## src/hw/rtl/lbfit_pkg.sv

```systemverilog
// lbfit_pkg: shared types and constants for the letterbox fit geometry block.
// Holds the request/response transaction structs and the dimension width.
// No dependencies.
`timescale 1ns / 1ps
`default_nettype none

package lbfit_pkg;

   // dimension width of every size field
   localparam int unsigned DIM_W = 16;
   // offsets are at most half of a dimension
   localparam int unsigned PAD_W = DIM_W - 1;

   typedef struct packed {
      logic [DIM_W-1:0] src_w;
      logic [DIM_W-1:0] src_h;
      logic [DIM_W-1:0] dst_w;
      logic [DIM_W-1:0] dst_h;
   } req_type;

   typedef struct packed {
      logic [DIM_W-1:0] fit_w;
      logic [DIM_W-1:0] fit_h;
      logic [PAD_W-1:0] pad_x;
      logic [PAD_W-1:0] pad_y;
      logic             bad_size;
   } rsp_type;

endpackage : lbfit_pkg

`default_nettype wire

```

## src/hw/rtl/letterbox_fit_geometry.sv

```systemverilog
// Pipeline: an accepted request transaction reaches rsp_valid through one multiply
// stage, one select stage, DIM_W = 16 divide stages and one round/clamp/offset stage.
// Throughput: one transaction per cycle unless stalled; each stage has its own valid
// bit and advances when the stage after it is empty or moving, so bubbles collapse.
// Reset: synchronous, active high; clears all stage valid bits, payload is not reset.
// letterbox_fit_geometry: top level, aspect-preserving fit. Depends on lbfit_pkg.
`timescale 1ns / 1ps
`default_nettype none

module letterbox_fit_geometry
   import lbfit_pkg::*;
(
   input  wire logic    clock,
   input  wire logic    reset,
   // request channel
   input  wire logic    req_valid,
   output logic         req_stall,
   input  wire req_type req_data,
   // response channel
   output logic         rsp_valid,
   input  wire logic    rsp_stall,
   output rsp_type      rsp_data
);

   localparam int unsigned PROD_W = 2 * DIM_W;

   // Stage 1: both cross products, registered straight after the multipliers.
   typedef struct packed {
      logic [PROD_W-1:0] wl;    // src_w * dst_h
      logic [PROD_W-1:0] hl;    // src_h * dst_w
      logic [DIM_W-1:0]  sw;
      logic [DIM_W-1:0]  sh;
      logic [DIM_W-1:0]  dw;
      logic [DIM_W-1:0]  dh;
      logic              bad;
   } mul_type;

   // Divide stages: restoring division, one quotient bit per stage.
   // wide = width is the limiting side, so the height is the scaled one.
   typedef struct packed {
      logic [DIM_W-1:0] rem;    // partial remainder, always below den
      logic [DIM_W-1:0] low;    // numerator bits not yet shifted in
      logic [DIM_W-1:0] quo;
      logic [DIM_W-1:0] den;
      logic [DIM_W-1:0] dw;
      logic [DIM_W-1:0] dh;
      logic             wide;
      logic             bad;
   } div_type;

   function automatic div_type div_step(input div_type cur);
      div_type          nxt;
      logic [DIM_W:0]   trial;
      nxt   = cur;
      trial = {cur.rem, cur.low[DIM_W-1]};
      nxt.low = {cur.low[DIM_W-2:0], 1'b0};
      if (trial >= {1'b0, cur.den}) begin
         trial   = trial - {1'b0, cur.den};
         nxt.quo = {cur.quo[DIM_W-2:0], 1'b1};
      end else begin
         nxt.quo = {cur.quo[DIM_W-2:0], 1'b0};
      end
      nxt.rem = trial[DIM_W-1:0];
      return nxt;
   endfunction

   //--------------------------------------------------------------------------
   // Pipeline registers
   //--------------------------------------------------------------------------
   logic    mul_vld_ff;
   mul_type mul_ff;
   logic    sel_vld_ff;
   div_type sel_ff;
   logic    div_vld_ff [DIM_W];
   div_type div_ff     [DIM_W];
   logic    rsp_vld_ff;
   rsp_type rsp_ff;

   mul_type mul_in;
   div_type sel_in;
   div_type div_in [DIM_W];
   rsp_type rsp_in;

   // per-stage "may load" flags; a stage loads when empty or when it moves on
   logic    out_rdy;
   logic    div_rdy [DIM_W];
   logic    sel_rdy;
   logic    mul_rdy;

   always_comb begin
      out_rdy = !rsp_vld_ff || !rsp_stall;
      div_rdy[DIM_W-1] = !div_vld_ff[DIM_W-1] || out_rdy;
      for (int d = DIM_W - 2; d >= 0; d--) begin
         div_rdy[d] = !div_vld_ff[d] || div_rdy[d+1];
      end
      sel_rdy = !sel_vld_ff || div_rdy[0];
      mul_rdy = !mul_vld_ff || sel_rdy;
   end

   assign req_stall = !mul_rdy;

   //--------------------------------------------------------------------------
   // Stage 1: cross products and zero check
   //--------------------------------------------------------------------------
   always_comb begin
      mul_in.wl  = PROD_W'(req_data.src_w) * PROD_W'(req_data.dst_h);
      mul_in.hl  = PROD_W'(req_data.src_h) * PROD_W'(req_data.dst_w);
      mul_in.sw  = req_data.src_w;
      mul_in.sh  = req_data.src_h;
      mul_in.dw  = req_data.dst_w;
      mul_in.dh  = req_data.dst_h;
      mul_in.bad = (req_data.src_w == '0) || (req_data.src_h == '0) ||
                   (req_data.dst_w == '0) || (req_data.dst_h == '0);
   end

   //--------------------------------------------------------------------------
   // Stage 2: pick the limiting side (tie goes to width) and set up the divide.
   // The quotient never exceeds the other target, so the high half of the
   // numerator is already below the divisor.
   //--------------------------------------------------------------------------
   always_comb begin
      logic [PROD_W-1:0] num;
      sel_in.wide = (mul_ff.wl >= mul_ff.hl);
      num         = sel_in.wide ? mul_ff.hl : mul_ff.wl;
      sel_in.den  = sel_in.wide ? mul_ff.sw : mul_ff.sh;
      sel_in.rem  = num[PROD_W-1:DIM_W];
      sel_in.low  = num[DIM_W-1:0];
      sel_in.quo  = '0;
      sel_in.dw   = mul_ff.dw;
      sel_in.dh   = mul_ff.dh;
      sel_in.bad  = mul_ff.bad;
   end

   //--------------------------------------------------------------------------
   // Divide stages
   //--------------------------------------------------------------------------
   always_comb begin
      div_in[0] = div_step(sel_ff);
      for (int d = 1; d < DIM_W; d++) begin
         div_in[d] = div_step(div_ff[d-1]);
      end
   end

   //--------------------------------------------------------------------------
   // Output stage: round half up, clamp to [1, target], centering offsets.
   // Any zero input forces all fields to zero with bad_size set.
   //--------------------------------------------------------------------------
   always_comb begin
      div_type          last;
      logic [DIM_W-1:0] thr;
      logic [DIM_W:0]   rnd;
      logic [DIM_W-1:0] tgt;
      logic [DIM_W-1:0] scl;
      logic [DIM_W-1:0] fw;
      logic [DIM_W-1:0] fh;
      logic [DIM_W-1:0] gap_x;
      logic [DIM_W-1:0] gap_y;
      last  = div_ff[DIM_W-1];
      // round up when remainder >= den - floor(den/2)
      thr   = last.den - (last.den >> 1);
      rnd   = {1'b0, last.quo} + (DIM_W+1)'(last.rem >= thr);
      tgt   = last.wide ? last.dh : last.dw;
      if (rnd == '0) begin
         scl = DIM_W'(1);
      end else if (rnd > {1'b0, tgt}) begin
         scl = tgt;
      end else begin
         scl = rnd[DIM_W-1:0];
      end
      fw    = last.wide ? last.dw : scl;
      fh    = last.wide ? scl : last.dh;
      gap_x = last.dw - fw;
      gap_y = last.dh - fh;
      if (last.bad) begin
         rsp_in = '0;
         rsp_in.bad_size = 1'b1;
      end else begin
         rsp_in.fit_w    = fw;
         rsp_in.fit_h    = fh;
         rsp_in.pad_x    = gap_x[DIM_W-1:1];
         rsp_in.pad_y    = gap_y[DIM_W-1:1];
         rsp_in.bad_size = 1'b0;
      end
   end

   //--------------------------------------------------------------------------
   // Registers: valid bits reset, payload loads with its stage
   //--------------------------------------------------------------------------
   always_ff @(posedge clock) begin
      if (reset) begin
         mul_vld_ff <= 1'b0;
         sel_vld_ff <= 1'b0;
         for (int d = 0; d < DIM_W; d++) begin
            div_vld_ff[d] <= 1'b0;
         end
         rsp_vld_ff <= 1'b0;
      end else begin
         if (mul_rdy) begin
            mul_vld_ff <= req_valid;
         end
         if (sel_rdy) begin
            sel_vld_ff <= mul_vld_ff;
         end
         if (div_rdy[0]) begin
            div_vld_ff[0] <= sel_vld_ff;
         end
         for (int d = 1; d < DIM_W; d++) begin
            if (div_rdy[d]) begin
               div_vld_ff[d] <= div_vld_ff[d-1];
            end
         end
         if (out_rdy) begin
            rsp_vld_ff <= div_vld_ff[DIM_W-1];
         end
      end
   end

   always_ff @(posedge clock) begin
      if (mul_rdy) begin
         mul_ff <= mul_in;
      end
      if (sel_rdy) begin
         sel_ff <= sel_in;
      end
      if (div_rdy[0]) begin
         div_ff[0] <= div_in[0];
      end
      for (int d = 1; d < DIM_W; d++) begin
         if (div_rdy[d]) begin
            div_ff[d] <= div_in[d];
         end
      end
      if (out_rdy) begin
         rsp_ff <= rsp_in;
      end
   end

   assign rsp_valid = rsp_vld_ff;
   assign rsp_data  = rsp_ff;

endmodule : letterbox_fit_geometry

`default_nettype wire

```

## config.mk

```make
export PLATFORM = sky130hd
export DESIGN_NAME = letterbox_fit_geometry
export DESIGN_NICKNAME = d
export VERILOG_FILES = /design/src/hw/rtl/lbfit_pkg.sv /design/src/hw/rtl/letterbox_fit_geometry.sv
export SDC_FILE = /design/constraint.sdc
export NUM_CORES = 2
export LEC_CHECK = 0
export ABC_AREA = 0
export BUFFER_PORTS_ARGS = -buffer_cell sky130_fd_sc_hd__buf_2
export CAP_MARGIN = 20
export CORE_AREA = 2 2 536 538
export DETAILED_ROUTE_END_ITERATION = 8
export DIE_AREA = 0 0 538 540
export SKIP_CTS_REPAIR_TIMING = 1
export SYNTH_ARGS = -nofsm -noshare
export SYNTH_HDL_FRONTEND = slang
export SYNTH_SLANG_ARGS = --single-unit
```

## constraint.sdc

```tcl
create_clock -name clock -period 19.4 [get_ports clock]
set_input_delay 2.91 -clock clock [delete_from_list [all_inputs] [get_ports clock]]
set_output_delay 2.91 -clock clock [all_outputs]
set_load 0.02 [all_outputs]
```

After elaboration in Yosys (flattened, before gate mapping)
Memories as Yosys holds them, arrays and structs flattened.
Index checks and enable logic that the tools add are counted.
- divide/modulo/power cells: 0
- shift operators: 0
- $lt $le $gt $ge: 19
- mux-type cells: 122
- bitwise gates (word level): 16
- reductions and logical operators: 48
- multipliers: 2
- equality and inequality tests: 0
- $add $sub $neg: 20
- operators by type and width (cell ; count):
    2-to-1 mux 16 bit ; 22
    subtractor 16 bit ; 18
    >= comparator 17 x 16 -> 1 bit ; 16
    2-to-1 mux 1 bit ; 99
    logical NOT 16 bit ; 4
    multiplier 16 x 16 -> 32 bit ; 2
    >= comparator 32 bit ; 1
    2-to-1 mux 32 bit ; 1
    logical OR 1 bit ; 22
    logical NOT 1 bit ; 21
    adder 16 x 1 -> 17 bit ; 1
    > comparator 17 x 16 -> 1 bit ; 1
    logical NOT 17 bit ; 1
    >= comparator 16 bit ; 1
    bitwise OR 1 bit ; 16
    subtractor 16 x 15 -> 16 bit ; 1
- memories: 2
- latch bits: 0
- memory bits (read-only): 0
- bits in writable memories: 1568
- logic and storage cells: 251
- register bits after elaboration: 277
- output and inout port bits: 65
- memories (name ; words ; bits a word ; read ports ; clocked after Yosys merged registers in ; wr ports ; RTL line ; text):
    div_ff ; 16 ; 97 ; 16 ; 0 ; 16 ; letterbox_fit_geometry.sv:75 ; div_type div_ff [DIM_W];
    div_vld_ff ; 16 ; 1 ; 16 ; 0 ; 16 ; letterbox_fit_geometry.sv:74 ; logic div_vld_ff [DIM_W];

Depth between registers and ports, before layout
- word-level depth: 22
- gate-level depth with buffers: 45
- depth with buffers taken out: 45

Worst setup path before layout
No wires, ideal clock.
- path type: input -> output
- start point: in rsp_stall
- end point: out req_stall
- slack: 3.222 ns
- buffers on the path: 0
- arrival time: 13.268 ns
- cell stages on the path: 13
- cell sequence: and3_1 -> inv_1 -> nor2_1 -> and2_1 -> inv_1 -> nor3_1 -> and2_1 -> nand2_1 -> nor2_1 -> and2_1 -> and3_1 -> nand2_1 -> inv_1
- RTL lines (what ; RTL line ; text):
    start: declaration ; letterbox_fit_geometry.sv:21 ; input wire logic rsp_stall,
    end: declaration ; letterbox_fit_geometry.sv:17 ; output logic req_stall,

==> run metrics <==
vias in the first global route 51300; Slew Limit Fails 0; Initial Util 29.9%; htree depth 4; FF+latch count, synth 1605; layout cell share with drive strength beyond 1 8.62%; antenna diode count 0; Cell variety after synth 73; Die Height 540 um; routability cong. 0.897; Worst Hold Class reg -> reg; GRT overflow 0; clock latency at the later pin of the worst-skew pair 0.78 ns; Yosys Warn Count 0; Synth top area share 56.6%; Root Buffer clkbuf_16; Die ar. 291000 um^2; drt initial violations 3016; clock-pin slew on the worst setup and hold paths 0.06 ns; initial antenna violation count 5; Detailed Route WL 171 mm; Setup TNS 0 ns; DRC Markers 0; Routed Antenna Nets 0; Mean Syn Cell Area 12.9 um^2; area leader, netlist edfxtp_1; worst clock skew 0.0262 ns; port bufs 132; Worst-Margin Slew 1.04 ns; first-pass GRT wire length 275 mm; max cap viols 0; Post-Synthesis Net Count 7652; CP max-delay cell o21ai_1; Syn Inst Count 6603; # setup viols final 0; routed len/inst 16.0 um; DR pass1 iterations 7; Final #Nets 7813; Tcrit/Tclk final 53.2%; largest stage delay on the critical path 0.80 ns; final hold violation count 0; detailed-route via count 48900; Max-slew headroom 30.4%; RSZ-0062 raised after global routing no; DP Worst Slack 8.97 ns; status finished, final reports clean; clock tree sinks 1605; HPWL Detailed 126 mm; critical path type reg -> reg; I/O pin cnt 133; Crit. End Element register; core area 284000 um^2; Longest Clk Path Bufs 3; Area contributors post-synth edfxtp_1 57%, fa_1 9.6%, ha_1 8.4%, inv_1 4.0%, nand2_1 2.1%; Layout fillers 27700; top_reg_cell synth edfxtp_1; startpoint types register; largest net degree at the start of global routing 83; Area Growth Syn to Fin 11.8%; Crit path required time 19.90 ns; Synth Cell Area 85000 um^2; Vias/cell 4.59; Core Rows 196; Arrival @ worst endpoint 10.83 ns; final setup margin 9.07 ns; CTS Buf Count 154; minimum clock period 10.33 ns; Horiz. Die Dim 538 um; Seq/Total Area, Yosys 56.6%; EDFF count, synth 1602; Global Route Usage Sum 11.8%; crit path max fanout 16; maximum achievable frequency 0.0969 GHz; Post-synth ARST share 0%; CTS tree yes; most used cell, CP a21oi_1
[per-layer routing]
metal	GRT usage (%)	wire, um	up-vias
met3	1.78	6910	336
met1	14.6	73200	24000
met2	20.7	84800	1075
met5	0	51	-
met4	4.26	5840	8
li1	-	-	23500
[cell usage after synthesis (all sizes together), types with 71 or more instances]
master	instances
edfxtp	1602
inv	896
ha	574
nand2	485
fa	407
nor2	406
a21oi	341
o21ai	207
and2	185
xnor2	180
clkbuf	154
mux2	121
a21o	101
nand4	84
xor2	77
nand2b	71
[placed cells by master, fill, tap and decap left out, types with 56 or more instances in the layout]
master        n
edfxtp_1   1602
inv_1       886
ha_1        574
nand2_1     478
fa_1        407
nor2_1      406
a21oi_1     332
o21ai_0     205
and2_1      185
xnor2_1     180
clkbuf_16   156
buf_2       132
mux2_2      120
a21o_1      101
nand4_1      84
xor2_1       77
nand2b_1     71
nor2b_1      67
nand3_1      65
nor3_1       56
[registers in the layout, summed over array words and instances (netlist names)]
name        cells
div_ff       1312
mul_ff        129
div_in         65
rsp_data       63
sel_ff         17
div_vld_ff     16
mul_vld_ff      1
rsp_valid       1
sel_vld_ff      1
[through the flow]
step	std cells	hold WS, ns	cell area [um^2]	utilization (%)
floorplan	6603	0.400	85000	-
global placement	10400	0.401	90200	31.7
detailed placement	10400	0.405	90200	31.7
CTS	10600	0.394	95100	33.4
global route	10700	0.401	95100	33.4
finish	10700	0.401	95100	33.4
[kinds of logic after synthesis]
kind of cell | synth area share, %
fa+ha+maj | 18.0
mux | 1.92
xor+xnor | 2.65
compound gates | 7.15
simple gates | 8.94
flops | 56.6
buf+inv | 4.68
[final timing paths]
path	start	end	slack [ns]	cells after the start
worst min-delay path	div_ff[0][28]	div_ff[0][125]	0.40	0
worst min register to register	div_ff[0][28]	div_ff[0][125]	0.40	0
worst max register to register	div_ff[1][714]	rsp_data[14]	9.07	43
worst max-delay path	div_ff[1][714]	rsp_data[14]	9.07	43
[layout make-up]
| cell class | count | area (um^2) | area share, % |
|---|---|---|---|
| clock buffer | 181 | 4000 | 4.20 |
| inverter | 896 | 3370 | 3.55 |
| multi-input combinational | 3937 | 33000 | 34.7 |
| timing repair buffer | 170 | 958 | 1.01 |
| clock inverter | 100 | 881 | 0.926 |
| sequential | 1605 | 48200 | 50.7 |
| tap | 3762 | 4710 | 4.95 |
[worst max-delay path, delay by kind of cell (launching register included)]
kind,cells,cell delay [ns]
compound gates,27,6.14
flops,1,0.40
buf+inv,2,0.14
fa+ha+maj,7,2.39
xor+xnor,2,0.27
simple gates,5,0.74
Power is not shown: default switching activity piles up to over one toggle a cycle in this logic, so the estimate is an artifact.
